File: src/design/prps_pkg.sv
// ----------------------------------------------------------------------------
// prps_pkg
// Shared types and constants for the per-source packet reassembly tracker.
// ----------------------------------------------------------------------------
package prps_pkg;

	localparam int SOURCES_DEF       = 16;
	localparam int CHUNK_PAYLOAD_DEF = 30;
	localparam int QUEUE_DEPTH_DEF   = 2;

	localparam int SIZE_W = 16;
	localparam int CNT_W  = 12;

	localparam logic [3:0] SPECIAL_NODE    = 4'hf;
	localparam logic [4:0] SPECIAL_CHANNEL = 5'd16;

	localparam logic [7:0] ACK_RESET   = 8'd1;
	localparam logic [7:0] NOACK_RESET = 8'd2;

	// configuration register indexes
	localparam logic CFG_ACK   = 1'b0;
	localparam logic CFG_NOACK = 1'b1;

	// result event codes
	localparam logic [2:0] EV_STATUS = 3'd0;
	localparam logic [2:0] EV_START  = 3'd1;
	localparam logic [2:0] EV_PLACED = 3'd2;
	localparam logic [2:0] EV_DONE   = 3'd3;
	localparam logic [2:0] EV_REPEAT = 3'd4;
	localparam logic [2:0] EV_ORPHAN = 3'd5;

	typedef enum logic [2:0] {
		K_SPECIAL = 3'd0,
		K_OOB     = 3'd1,
		K_STATUS  = 3'd2,
		K_CMD     = 3'd3,
		K_DATA    = 3'd4
	} item_kind_t;

	typedef struct packed {
		item_kind_t         kind;
		logic [3:0]         from_node;
		logic [7:0]         command_code;
		logic [CNT_W-1:0]   packets_expected;
		logic [4:0]         chunk_bytes;
	} prps_item_t;

endpackage

File: src/design/prps_queue.sv
// ----------------------------------------------------------------------------
// prps_queue
// Small flop-based FIFO between the classifier and the context updater.
// ----------------------------------------------------------------------------
module prps_queue import prps_pkg::*; #(
	parameter int DEPTH = QUEUE_DEPTH_DEF
) (
	input  logic       clk,
	input  logic       arst_n,
	input  logic       push,
	input  prps_item_t push_item,
	output logic       full,
	input  logic       pop,
	output prps_item_t head,
	output logic       empty
);

	localparam int PW = $clog2(DEPTH);
	localparam int CW = $clog2(DEPTH + 1);

	prps_item_t        mem_q [DEPTH];
	logic [PW-1:0]     wr_ptr_q;
	logic [PW-1:0]     rd_ptr_q;
	logic [CW-1:0]     count_q;

	assign full  = (count_q == CW'(DEPTH));
	assign empty = (count_q == '0);
	assign head  = mem_q[rd_ptr_q];

	always_ff @(posedge clk) begin
		if (push) begin
			mem_q[wr_ptr_q] <= push_item;
		end
	end

	always_ff @(posedge clk or negedge arst_n) begin
		if (!arst_n) begin
			wr_ptr_q <= '0;
			rd_ptr_q <= '0;
			count_q  <= '0;
		end else begin
			if (push) begin
				wr_ptr_q <= (wr_ptr_q == PW'(DEPTH - 1)) ? '0 : wr_ptr_q + PW'(1);
			end
			if (pop) begin
				rd_ptr_q <= (rd_ptr_q == PW'(DEPTH - 1)) ? '0 : rd_ptr_q + PW'(1);
			end
			if (push && !pop) begin
				count_q <= count_q + CW'(1);
			end else if (pop && !push) begin
				count_q <= count_q - CW'(1);
			end
		end
	end

	a_no_overflow: assert property (@(posedge clk) disable iff (!arst_n)
		push |-> (!full || pop))
		else $error("queue push while full");

	a_no_underflow: assert property (@(posedge clk) disable iff (!arst_n)
		pop |-> !empty)
		else $error("queue pop while empty");

	a_count_bound: assert property (@(posedge clk) disable iff (!arst_n)
		count_q <= CW'(DEPTH))
		else $error("queue count beyond depth");

endmodule

File: src/design/prps_front.sv
// ----------------------------------------------------------------------------
// prps_front
// Accepts packet headers, classifies them and works out the expected packet
// count of a new command as the size divided by the chunk payload, rounded up.
// ----------------------------------------------------------------------------
module prps_front import prps_pkg::*; #(
	parameter int SOURCES       = SOURCES_DEF,
	parameter int CHUNK_PAYLOAD = CHUNK_PAYLOAD_DEF
) (
	input  logic         clk,
	input  logic         arst_n,
	input  logic         start,
	output logic         busy,
	input  logic [3:0]   from_node,
	input  logic [3:0]   to_node,
	input  logic         is_command,
	input  logic [7:0]   command_code,
	input  logic [15:0]  message_size,
	input  logic [4:0]   chunk_bytes,
	input  logic         cfg_valid,
	output logic         cfg_ready,
	input  logic         cfg_index,
	input  logic [7:0]   cfg_data,
	output logic         push,
	output prps_item_t   push_item,
	input  logic         q_full
);

	// ceil(size / d) = floor((size + d - 1) / d), done as a multiply by a
	// rounded-up reciprocal; exact for every 17-bit dividend
	localparam int XW  = SIZE_W + 1;
	localparam int MW  = XW + 1;
	localparam int PRW = XW + MW;
	localparam int RSH = XW + $clog2(CHUNK_PAYLOAD);
	localparam logic [MW-1:0] RECIP =
		MW'(((64'd1 << RSH) + 64'(CHUNK_PAYLOAD - 1)) / 64'(CHUNK_PAYLOAD));

	logic [7:0]          ack_code_q;
	logic [7:0]          noack_code_q;

	prps_item_t          in_item;
	logic                accept;
	logic [XW-1:0]       size_up;
	logic [PRW-1:0]      prod;
	logic [PRW-1:0]      quot;
	logic [CNT_W-1:0]    ceil_quot;

	assign cfg_ready = 1'b1;
	assign busy      = q_full;
	assign accept    = start && !busy;

	assign size_up   = {1'b0, message_size} + XW'(CHUNK_PAYLOAD - 1);
	assign prod      = PRW'(size_up) * PRW'(RECIP);
	assign quot      = prod >> RSH;
	assign ceil_quot = quot[CNT_W-1:0];

	// classify the incoming header
	always_comb begin
		in_item.from_node        = from_node;
		in_item.command_code     = command_code;
		in_item.packets_expected = ceil_quot;
		in_item.chunk_bytes      = chunk_bytes;
		priority if (from_node == SPECIAL_NODE && to_node == SPECIAL_NODE) begin
			in_item.kind = K_SPECIAL;
		end else if ({1'b0, from_node} >= 5'(SOURCES)) begin
			in_item.kind = K_OOB;
		end else if (is_command &&
			(command_code == ack_code_q || command_code == noack_code_q)) begin
			in_item.kind = K_STATUS;
		end else if (is_command) begin
			in_item.kind = K_CMD;
		end else begin
			in_item.kind = K_DATA;
		end
	end

	assign push      = accept;
	assign push_item = in_item;

	always_ff @(posedge clk or negedge arst_n) begin
		if (!arst_n) begin
			ack_code_q   <= ACK_RESET;
			noack_code_q <= NOACK_RESET;
		end else begin
			if (cfg_valid && cfg_ready) begin
				unique case (cfg_index)
					CFG_ACK:   ack_code_q   <= cfg_data;
					CFG_NOACK: noack_code_q <= cfg_data;
					default:   ack_code_q   <= ack_code_q;
				endcase
			end
		end
	end

endmodule

File: src/design/prps_back.sv
// ----------------------------------------------------------------------------
// prps_back
// Holds the per-source reassembly contexts and produces one result per beat
// taken from the queue.
// ----------------------------------------------------------------------------
module prps_back import prps_pkg::*; #(
	parameter int SOURCES       = SOURCES_DEF,
	parameter int CHUNK_PAYLOAD = CHUNK_PAYLOAD_DEF
) (
	input  logic              clk,
	input  logic              arst_n,
	input  logic              q_empty,
	input  prps_item_t        head,
	output logic              pop,
	output logic              done,
	output logic [2:0]        event_res,
	output logic [4:0]        channel,
	output logic [7:0]        status_value,
	output logic [15:0]       write_offset,
	output logic [4:0]        byte_count,
	output logic [CNT_W-1:0]  packets_expected
);

	localparam int SW = $clog2(SOURCES);
	localparam int PW = CNT_W + 8;

	logic                cmd_seen_q [SOURCES];
	logic [CNT_W-1:0]    total_q    [SOURCES];
	logic [CNT_W-1:0]    rcvd_q     [SOURCES];

	logic                done_q;
	logic [2:0]          event_q;
	logic [4:0]          channel_q;
	logic [7:0]          status_q;
	logic [15:0]         offset_q;
	logic [4:0]          bytes_q;
	logic [CNT_W-1:0]    expected_q;

	logic [SW-1:0]       src;
	logic                seen;
	logic [CNT_W-1:0]    total;
	logic [CNT_W-1:0]    rcvd;
	logic [CNT_W-1:0]    rcvd_inc;
	logic [PW-1:0]       offset_full;

	logic [2:0]          ev;
	logic [7:0]          stat;
	logic [15:0]         off;
	logic [4:0]          cnt;
	logic [CNT_W-1:0]    expc;
	logic                ctx_clear;
	logic                ctx_start;
	logic                ctx_bump;

	assign pop = !q_empty;

	assign src         = head.from_node[SW-1:0];
	assign seen        = cmd_seen_q[src];
	assign total       = total_q[src];
	assign rcvd        = rcvd_q[src];
	assign rcvd_inc    = rcvd + CNT_W'(1);
	assign offset_full = PW'(rcvd) * PW'(CHUNK_PAYLOAD);

	always_comb begin
		ev        = EV_ORPHAN;
		stat      = '0;
		off       = '0;
		cnt       = '0;
		expc      = '0;
		ctx_clear = 1'b0;
		ctx_start = 1'b0;
		ctx_bump  = 1'b0;
		unique case (head.kind)
			K_SPECIAL, K_STATUS: begin
				ev   = EV_STATUS;
				stat = head.command_code;
			end
			K_OOB: begin
				ev = EV_ORPHAN;
			end
			K_CMD: begin
				if (seen) begin
					ev        = EV_REPEAT;
					ctx_clear = 1'b1;
				end else begin
					ev        = EV_START;
					expc      = head.packets_expected;
					ctx_start = 1'b1;
				end
			end
			K_DATA: begin
				if (!seen) begin
					ev        = EV_ORPHAN;
					ctx_clear = 1'b1;
				end else begin
					off  = offset_full[15:0];
					cnt  = head.chunk_bytes;
					expc = total;
					if (rcvd_inc == total) begin
						ev        = EV_DONE;
						ctx_clear = 1'b1;
					end else begin
						ev       = EV_PLACED;
						ctx_bump = 1'b1;
					end
				end
			end
			default: begin
				ev = EV_ORPHAN;
			end
		endcase
	end

	always_ff @(posedge clk or negedge arst_n) begin
		if (!arst_n) begin
			for (int i = 0; i < SOURCES; i++) begin
				cmd_seen_q[i] <= 1'b0;
				total_q[i]    <= '0;
				rcvd_q[i]     <= '0;
			end
		end else if (pop) begin
			if (ctx_clear) begin
				cmd_seen_q[src] <= 1'b0;
				total_q[src]    <= '0;
				rcvd_q[src]     <= '0;
			end else if (ctx_start) begin
				cmd_seen_q[src] <= 1'b1;
				total_q[src]    <= head.packets_expected;
				rcvd_q[src]     <= '0;
			end else if (ctx_bump) begin
				rcvd_q[src] <= rcvd_inc;
			end
		end
	end

	always_ff @(posedge clk) begin
		if (pop) begin
			event_q    <= ev;
			channel_q  <= (head.kind == K_SPECIAL) ? SPECIAL_CHANNEL : {1'b0, head.from_node};
			status_q   <= stat;
			offset_q   <= off;
			bytes_q    <= cnt;
			expected_q <= expc;
		end
	end

	always_ff @(posedge clk or negedge arst_n) begin
		if (!arst_n) begin
			done_q <= 1'b0;
		end else begin
			done_q <= pop;
		end
	end

	assign done             = done_q;
	assign event_res        = event_q;
	assign channel          = channel_q;
	assign status_value     = status_q;
	assign write_offset     = offset_q;
	assign byte_count       = bytes_q;
	assign packets_expected = expected_q;

	a_pop_gives_result: assert property (@(posedge clk) disable iff (!arst_n)
		pop |=> done)
		else $error("queue beat produced no result");

	a_special_is_status: assert property (@(posedge clk) disable iff (!arst_n)
		(done && channel == SPECIAL_CHANNEL) |-> event_res == EV_STATUS)
		else $error("special channel result with wrong event");

	a_no_stray_payload: assert property (@(posedge clk) disable iff (!arst_n)
		(done && event_res != EV_PLACED && event_res != EV_DONE)
			|-> (write_offset == '0 && byte_count == '0))
		else $error("payload fields set on a non-data result");

endmodule

File: src/design/packet_reassembly_per_source_top.sv
// ----------------------------------------------------------------------------
// packet_reassembly_per_source_top
// Per-source packet reassembly tracker: one header in, one result out.
// ----------------------------------------------------------------------------
// A header is taken when start is high and busy is low. Every header is
// classified and, for a command, has its expected packet count worked out
// in the cycle it is taken, then passes through a two-entry queue to the
// context table, which drains one beat per cycle. The queue therefore never
// fills, busy stays low and headers can be issued every cycle. Each header
// yields exactly one result: it is written into the queue when taken, then
// popped into the result registers, and done is high for a single cycle
// with that result. The receiver cannot stall results. Configuration writes
// are always ready and take effect from the next header.
module packet_reassembly_per_source_top import prps_pkg::*; #(
	parameter int SOURCES       = SOURCES_DEF,
	parameter int CHUNK_PAYLOAD = CHUNK_PAYLOAD_DEF,
	parameter int QUEUE_DEPTH   = QUEUE_DEPTH_DEF
) (
	input  logic              clk,
	input  logic              arst_n,
	input  logic              start,
	output logic              busy,
	input  logic [3:0]        from_node,
	input  logic [3:0]        to_node,
	input  logic              is_command,
	input  logic [7:0]        command_code,
	input  logic [15:0]       message_size,
	input  logic [4:0]        chunk_bytes,
	input  logic              cfg_valid,
	output logic              cfg_ready,
	input  logic              cfg_index,
	input  logic [7:0]        cfg_data,
	output logic              done,
	output logic [2:0]        event_res,
	output logic [4:0]        channel,
	output logic [7:0]        status_value,
	output logic [15:0]       write_offset,
	output logic [4:0]        byte_count,
	output logic [CNT_W-1:0]  packets_expected
);

	logic        push;
	prps_item_t  push_item;
	logic        q_full;
	logic        q_empty;
	logic        pop;
	prps_item_t  head;

	prps_front #(
		.SOURCES       (SOURCES),
		.CHUNK_PAYLOAD (CHUNK_PAYLOAD)
	) u_front (
		.clk          (clk),
		.arst_n       (arst_n),
		.start        (start),
		.busy         (busy),
		.from_node    (from_node),
		.to_node      (to_node),
		.is_command   (is_command),
		.command_code (command_code),
		.message_size (message_size),
		.chunk_bytes  (chunk_bytes),
		.cfg_valid    (cfg_valid),
		.cfg_ready    (cfg_ready),
		.cfg_index    (cfg_index),
		.cfg_data     (cfg_data),
		.push         (push),
		.push_item    (push_item),
		.q_full       (q_full)
	);

	prps_queue #(
		.DEPTH (QUEUE_DEPTH)
	) u_queue (
		.clk       (clk),
		.arst_n    (arst_n),
		.push      (push),
		.push_item (push_item),
		.full      (q_full),
		.pop       (pop),
		.head      (head),
		.empty     (q_empty)
	);

	prps_back #(
		.SOURCES       (SOURCES),
		.CHUNK_PAYLOAD (CHUNK_PAYLOAD)
	) u_back (
		.clk              (clk),
		.arst_n           (arst_n),
		.q_empty          (q_empty),
		.head             (head),
		.pop              (pop),
		.done             (done),
		.event_res        (event_res),
		.channel          (channel),
		.status_value     (status_value),
		.write_offset     (write_offset),
		.byte_count       (byte_count),
		.packets_expected (packets_expected)
	);

endmodule
File: config.mk
export PLATFORM = sky130hd
export DESIGN_NAME = packet_reassembly_per_source_top
export DESIGN_NICKNAME = d
export VERILOG_FILES = /design/src/design/prps_pkg.sv /design/src/design/prps_queue.sv /design/src/design/prps_front.sv /design/src/design/prps_back.sv /design/src/design/packet_reassembly_per_source_top.sv
export SDC_FILE = /design/constraint.sdc
export NUM_CORES = 2
export LEC_CHECK = 0
export BUFFER_PORTS_ARGS = -buffer_cell sky130_fd_sc_hd__buf_4
export CAP_MARGIN = 20
export CORE_MARGIN = 2
export CORE_UTILIZATION = 35
export DETAILED_ROUTE_END_ITERATION = 8
export GPL_ROUTABILITY_DRIVEN = 0
export GPL_TIMING_DRIVEN = 0
export MAX_ROUTING_LAYER = met4
export PLACE_DENSITY = 0.49
export SLEW_MARGIN = 25
export SYNTH_ARGS = -nofsm -noshare
export SYNTH_HDL_FRONTEND = slang
export SYNTH_SLANG_ARGS = --single-unit
File: constraint.sdc
create_clock -name clk -period 8.63 [get_ports clk]
set_clock_uncertainty 0.15 [all_clocks]
set_input_delay 0.863 -clock clk [delete_from_list [all_inputs] [get_ports clk]]
set_output_delay 0.863 -clock clk [all_outputs]
set_load 0.005 [all_outputs]
# After elaboration in Yosys (flattened, before gate mapping)
# Memories as Yosys holds them, arrays and structs flattened.
# Index checks and enable logic that the tools add are counted.
dict set report totals {
  ramBits 64
  wordCells 160
  register_bits 470
  latchBits 0
  rom_bits 0
  output_inout_bits 52
  memories 1
}
# memory depth word_bits rd rd_ports_with_merged_regs write_ports line_no
set memory_table {}
lappend memory_table {u_queue.mem_q 2 32 1 0 1 prps_queue.sv:21} ;# prps_item_t mem_q [DEPTH];
dict set report op_classes {
  n_eq_ne 9
  addsub 6
  n_mul 2
  reduce_logical 21
  div_mod_pow 0
  order_cmp 2
  shifts 0
  muxes 48
  bitwise_logic 9
}
# operator n
set ops {}
lappend ops {{192-bit two-way mux} 5}
lappend ops {{192-bit bitwise AND} 2}
lappend ops {{192-bit bitwise mux} 2}
lappend ops {{192-bit NOT} 1}
lappend ops {{12-bit binary-select mux with 4-bit select} 2}
lappend ops {{12-bit two-way mux} 7}
lappend ops {{12-bit demux with 4-bit select} 1}
lappend ops {{17-bit by 18-bit multiplier with 34-bit output, second input constant} 1}
lappend ops {{16-bit two-way mux} 2}
lappend ops {{12-bit one-hot mux with 2 select lines} 1}
lappend ops {{16-bit by 5-bit adder with 17-bit output, second input constant} 1}
lappend ops {{16-bit bitwise AND} 1}
lappend ops {{8-bit == test} 2}
lappend ops {{1-bit two-way mux} 16}
lappend ops {{16-bit NOT} 1}
lappend ops {{16-bit bitwise OR} 1}
lappend ops {{12-bit by 4-bit multiplier with 15-bit output, second input constant} 1}
lappend ops {{3-bit two-way mux} 5}
lappend ops {{12-bit by 1-bit adder with 12-bit output, second input constant} 1}
lappend ops {{12-bit == test} 1}
lappend ops {{2-bit AND reduction} 5}
lappend ops {{3-bit one-hot mux with 3 select lines} 1}
lappend ops {{4-bit == test, second input constant} 2}
lappend ops {{3-bit by 2-bit == test with 1-bit output, second input constant} 2}
lappend ops {{other kinds (22)} 33}

# Logic depth before layout (Yosys ltp)
# An unclocked memory read counts as a cell.
dict set report depth {
  ltp_word 13
  depth_mapped 29
}

# Hierarchy
# From an unflattened synthesis, not the netlist that was laid out.
dict set report hier_totals {
  hier_cells 2289
  hier_area_um2 28985.3
}
# mod cells_each instances seq_area_each_um2 area_each_um2
set by_module_without_submodules {}
lappend by_module_without_submodules {prps_back 1711 1 11476.0 21904.8}
lappend by_module_without_submodules {prps_front 462 1 402.9 4431.8}
lappend by_module_without_submodules {prps_queue 116 1 2021.9 2648.8}

# Worst setup path after synthesis
# OpenSTA, ideal clock, no wires.
dict set report synth_path {
  kind {in2reg}
  start {input message_size[0]}
  end {memory u_queue.mem_q[0][11] (netlist name), data pin}
  arrival_time_ns 6.531
  setup_time_ns 0.263
  path_slack_ns 1.686
  path_stages 29
  path_cell_list {a21oi_1 -> nor3b_1 -> nor2_1 -> and3_1 -> nand3_1 -> nor2_1 -> xor2_1 -> ha_1 -> inv_1 -> fa_1 -> inv_1 -> fa_1 -> fa_1 -> inv_1 -> fa_1 -> inv_1 -> fa_1 -> ha_1 -> a21o_1 -> a21o_1 -> a21oi_1 -> nor2b_1 -> o21ai_0 -> nand2b_1 -> a221oi_1 -> o21ba_2 -> o21ai_0 -> a211oi_1 -> nor2b_1}
}
# element line_no
set synth_rtl {}
lappend synth_rtl {{from (decl)} packet_reassembly_per_source_top.sv:27} ;# input logic [15:0] message_size,
lappend synth_rtl {{to (decl)} prps_queue.sv:21}

# Final worst setup path
dict set report layout_path {
  start {register u_queue.rd_ptr_q}
  end {register u_back.total_q[128] (netlist name)}
}
dict set report layout_via {
  elab_chain_cells 12
  elab_cells_between_ends 33
  classes_between {1 x add/sub; 2 x order compare; 3 x eq/ne; 20 x mux; 3 x bitwise; 3 x reduce/logical; 1 x memory}
}
# element line_no
set layout_lines {}
lappend layout_lines {{from (decl)} prps_queue.sv:23} ;# logic [PW-1:0] rd_ptr_q;
lappend layout_lines {{from (signal assigned)} prps_queue.sv:46} ;# rd_ptr_q <= (rd_ptr_q == PW'(DEPTH - 1)) ? '0 : rd_ptr_q + PW'(1);
lappend layout_lines {{memory 2 x 32 bit *} -}
lappend layout_lines {{4-bit NOT with 5-bit output (not written as such)} -}
lappend layout_lines {{12-bit binary-select mux with 4-bit select} prps_back.sv:60} ;# assign rcvd = rcvd_q[src];
lappend layout_lines {{12-bit two-way mux (not written as such) (2 in a row)} prps_back.sv:60}
lappend layout_lines {{12-bit by 1-bit adder with 12-bit output} prps_back.sv:61} ;# assign rcvd_inc = rcvd + CNT_W'(1);
lappend layout_lines {{12-bit == test} prps_back.sv:99} ;# if (rcvd_inc == total) begin
lappend layout_lines {{1-bit two-way mux} prps_back.sv:99}
lappend layout_lines {{1-bit two-way mux} prps_back.sv:92} ;# if (!seen) begin
lappend layout_lines {{1-bit one-hot mux with 2 select lines} prps_back.sv:73} ;# unique case (head.kind)
lappend layout_lines {{2-bit nonzero test (no source line)} -}
lappend layout_lines {{2-bit AND reduction (no source line)} -}
lappend layout_lines {{to (signal, indexed assignment)} prps_back.sv:128} ;# total_q[src] <= head.packets_expected;
lappend layout_lines {{to (decl)} prps_back.sv:28} ;# logic [CNT_W-1:0] total_q [SOURCES];
# Every way passes the cells marked *; elsewhere a longest branch is shown, timed or not. The select of a mux whose other input is x is not followed.
# A chain may end at the register's enable or synchronous reset.

==> Implementation_results.wiki <==
{| class="wikitable"
! Metric !! Value
|-
| Outcome || completed
|-
| Clock slew at the register clock pins of the worst setup and hold paths || ~60 ps
|-
| Crit path DAT || 8320 ps
|-
| Final setup fails || 0
|-
| Critical setup path kind || reg2reg
|-
| Row cnt || 104
|-
| Net count after synthesis || between 2000 and 3000
|-
| Maximum count of clock buffers along a single path || 3
|-
| Wirelength, routed || 94800 µm
|-
| Worst Max-Slew Pin Slew || roughly 1100 ps
|-
| Sum of net half-perimeters after detailed placement || about 66000 µm
|-
| Final routed DRC violation total || 0
|-
| Biggest area consumer among synthesized cells || sky130_fd_sc_hd__dfrtp_1
|-
| Number of vias after detailed routing || 20421
|-
| Post-cts sizing count || 0
|-
| Die area || around 83000 µm²
|-
| Cell Area, Synth || between 20000 and 30000 µm²
|-
| Nets@finish || roughly 2800
|-
| Total grt overflow || 0
|-
| Fin. Hold Viols || 0
|-
| Fraction of the core area covered by cells at the end of the flow || about two fifths
|-
| Number of placed instances with taps included || about 3600
|-
| Mapped Cells || 2421
|-
| Number of max-cap violations || 0
|-
| Fraction of layout cells with a size suffix above 1 || 21.2%
|-
| Relative slew margins || 28.9%
|-
| Static power due to leakage || approximately 15 nW
|-
| Antenna violations before repair || 1
|-
| Class of the tightest hold or removal check || in2reg
|-
| Final ANT Viol Nets || 0
|-
| Post-Layout Cell Count || 3703
|-
| Placed standard-cell area || 30600 µm²
|-
| Detailed-routing iteration count for the pre-antenna-repair pass || 5
|-
| Most used cells in the layout excluding fill and tap cells || sky130_fd_sc_hd__dfrtp_1, sky130_fd_sc_hd__nand2_1, sky130_fd_sc_hd__o21ai_0, sky130_fd_sc_hd__mux2_2, sky130_fd_sc_hd__ha_1
|-
| Warnings, synthesis || 0
|-
| Max Freq || roughly 130 MHz
|-
| CTS root buf || sky130_fd_sc_hd__clkbuf_16
|-
| Overall power after layout || about 11 mW
|-
| Highest net fanout along the worst path || 10
|-
| Final max-slew violation count || 0
|-
| Post-Layout Inst Area || about 33000 µm²
|-
| Post-synthesis to final-layout area growth || 15.5%
|-
| Number of synthesized flops with an enable pin || 112
|-
| Clock Sinks || 533
|-
| Share of async-settable or async-resettable flops after synthesis || roughly four fifths
|-
| Detailed router's first-iteration violation count || around 1800
|-
| Count of different cell masters after synthesis || 79
|-
| Number of fill cells in the layout || roughly 7700
|-
| Leading cell type in the layout, fill and taps excluded || sky130_fd_sc_hd__dfrtp_1
|-
| Type of element launching the critical path || register
|-
| Num CTS Buffers || 60
|-
| GR Util All Layers || roughly a quarter
|-
| I/O pin total || 103
|-
| Required arrival time at the worst endpoint || 9000 ps
|-
| Global-route wire length before repair || ~140000 µm
|-
| RSZ-0062 raised after global routing || no
|-
| Die boundary width || 288 µm
|-
| Die extent in y || ~290 µm
|-
| Area fraction of the dominant cell type after synthesis || roughly 37%
|-
| DR WL/cell || about 26 µm
|-
| PortBufs || 100
|-
| Maximum resistive drop on vdd || ~210 µV
|-
| CORE AREA || 80300 µm²
|-
| Setup TNS || 0 ps
|-
| Post-synth top flop || sky130_fd_sc_hd__dfrtp_1
|-
| CTS tree || yes
|-
| Clock Latency Late Sink || about 650 ps
|-
| Critical path capture point type || register
|-
| Average instance area after synthesis || around 12 µm²
|-
| Starting density of the core || around a third
|-
| Synthesis-stage register bit count || 533
|-
| Post-route minimum period || 7950 ps
|-
| H-Tree Depth || 2
|-
| Vias in the first global route || roughly 21000
|-
| Power density cells || 323 nW/µm²
|-
| Leading cell types by total area after synthesis || sky130_fd_sc_hd__dfrtp_1, sky130_fd_sc_hd__edfxtp_1, sky130_fd_sc_hd__mux2_2
|-
| Post-synthesis sequential area ratio || between 40% and 50%
|-
| Number of vias per cell || between 5 and 6
|-
| Fraction of the cycle the final worst path needs || 92.2%
|-
| Maximum number of pins on one net before global-route repair || 92
|}
[Yosys cell counts (15+ instances only)]
cell,n
sky130_fd_sc_hd__o22ai_1,25
sky130_fd_sc_hd__xnor2_1,36
sky130_fd_sc_hd__buf_4,19
sky130_fd_sc_hd__a21oi_1,37
sky130_fd_sc_hd__fa_1,57
sky130_fd_sc_hd__nor2_1,66
sky130_fd_sc_hd__edfxtp_1,112
sky130_fd_sc_hd__clkbuf_1,91
sky130_fd_sc_hd__a21boi_0,15
sky130_fd_sc_hd__mux4_2,39
sky130_fd_sc_hd__o21ai_0,216
sky130_fd_sc_hd__ha_1,144
sky130_fd_sc_hd__and3_1,54
sky130_fd_sc_hd__mux2_4,42
sky130_fd_sc_hd__mux2i_1,32
sky130_fd_sc_hd__inv_1,108
sky130_fd_sc_hd__o41ai_1,26
sky130_fd_sc_hd__buf_2,37
sky130_fd_sc_hd__nor2b_1,23
sky130_fd_sc_hd__nor3_1,39
sky130_fd_sc_hd__nand3_1,62
sky130_fd_sc_hd__mux2_2,172
sky130_fd_sc_hd__dfrtp_1,419
sky130_fd_sc_hd__nand2_1,290
sky130_fd_sc_hd__xor2_1,42
[layer usage]
metal	up-vias	GRT usage, %	part of all wire [%]
met3	172	3.90	6.2
met5	-	-	0
met1	10630	31.4	44
met2	675	36.4	46
met4	0	8.19	3.5
li1	8944	-	-
[power by group]
part           internal (mW)  switching, mW
registers               3.35          0.336
clock network           1.53           1.10
logic                   1.58           2.67
[critical path, stage by stage, from the launching register on]
cell                       delay (ps)
sky130_fd_sc_hd__dfrtp_1          370
sky130_fd_sc_hd__buf_6            140
sky130_fd_sc_hd__mux2_4           240
sky130_fd_sc_hd__buf_4            250
sky130_fd_sc_hd__buf_2            450
sky130_fd_sc_hd__clkbuf_1         590
sky130_fd_sc_hd__buf_2            590
sky130_fd_sc_hd__mux4_2           610
sky130_fd_sc_hd__a22oi_1          200
sky130_fd_sc_hd__nand2_1          260
sky130_fd_sc_hd__ha_1             390
sky130_fd_sc_hd__and3_1           230
sky130_fd_sc_hd__nand3_1          100
sky130_fd_sc_hd__xor2_1           550
sky130_fd_sc_hd__xnor2_1          190
sky130_fd_sc_hd__nand4_1          110
sky130_fd_sc_hd__or4_4            570
sky130_fd_sc_hd__and2_4           160
sky130_fd_sc_hd__buf_6            140
sky130_fd_sc_hd__buf_6            170
sky130_fd_sc_hd__nor4_4           340
sky130_fd_sc_hd__buf_2            560
sky130_fd_sc_hd__mux2_2           400
[repair_timing]
action,in CTS,in global routing
hold endpoints to repair,37,0
setup buffers,0,0
hold buffers,1,0
[stage by stage]
step                hold slack [ps]  setup slack, ps
finish                          258              676
global route                    233              424
CTS                             227              754
detailed placement              313              767
global placement                304              743
floorplan                       292             1690
[registers in the layout, summed over array words and instances (netlist names), 2 cells and up, named ones only]
name,cells
u_front.noack_code_q,8
u_queue.mem_q,64
u_back.byte_count,5
u_back.total_q,192
u_back.rcvd_q,192
u_back.event_res,3
u_back.channel,5
u_queue.count_q,2
u_back.write_offset,15
u_front.ack_code_q,8
u_back.status_value,8
u_back.packets_expected,12
[worst paths after layout]
path                                     from                    endpoint  slack [ps]  cells after the start
min reg2reg                u_back.rcvd_q[186]          u_back.rcvd_q[186]         320                      2
min in group asynchronous              arst_n           u_back.rcvd_q[90]         570                      2
max                          u_queue.rd_ptr_q         u_back.total_q[128]         680                     22
max reg2reg                  u_queue.rd_ptr_q         u_back.total_q[128]         680                     22
min                            chunk_bytes[4]         u_queue.mem_q[1][4]         260                      1
max in group asynchronous              arst_n  asynchronous set/reset pin        6190                      5
[final cells by class]
cell class | count | area (µm²) | area share (%)
antenna | 1 | 2.50 | 0.00766
multi-input combinational | 1617 | 13200 | 40.5
buffer | 162 | 805 | 2.46
sequential | 533 | 13900 | 42.5
tap | 1060 | 1330 | 4.06
timing repair buffer | 110 | 988 | 3.03
clock buffer | 84 | 1740 | 5.33
inverter | 109 | 412 | 1.26
clock inverter | 27 | 277 | 0.846
[cells by family (layout without fill, tap and decap cells)]
kind of cell	after synthesis	count (layout)	share of synthesized area (%)
fa+ha+maj	201	201	10.4
other cells	2	3	0.0265
xor+xnor	79	79	2.49
mux	298	298	13.9
buf+inv	271	492	4.28
flops	533	533	49.1
simple gates	625	625	10.8
compound gates	412	412	9.00
Note: power is estimated with default switching activity, not from simulation.
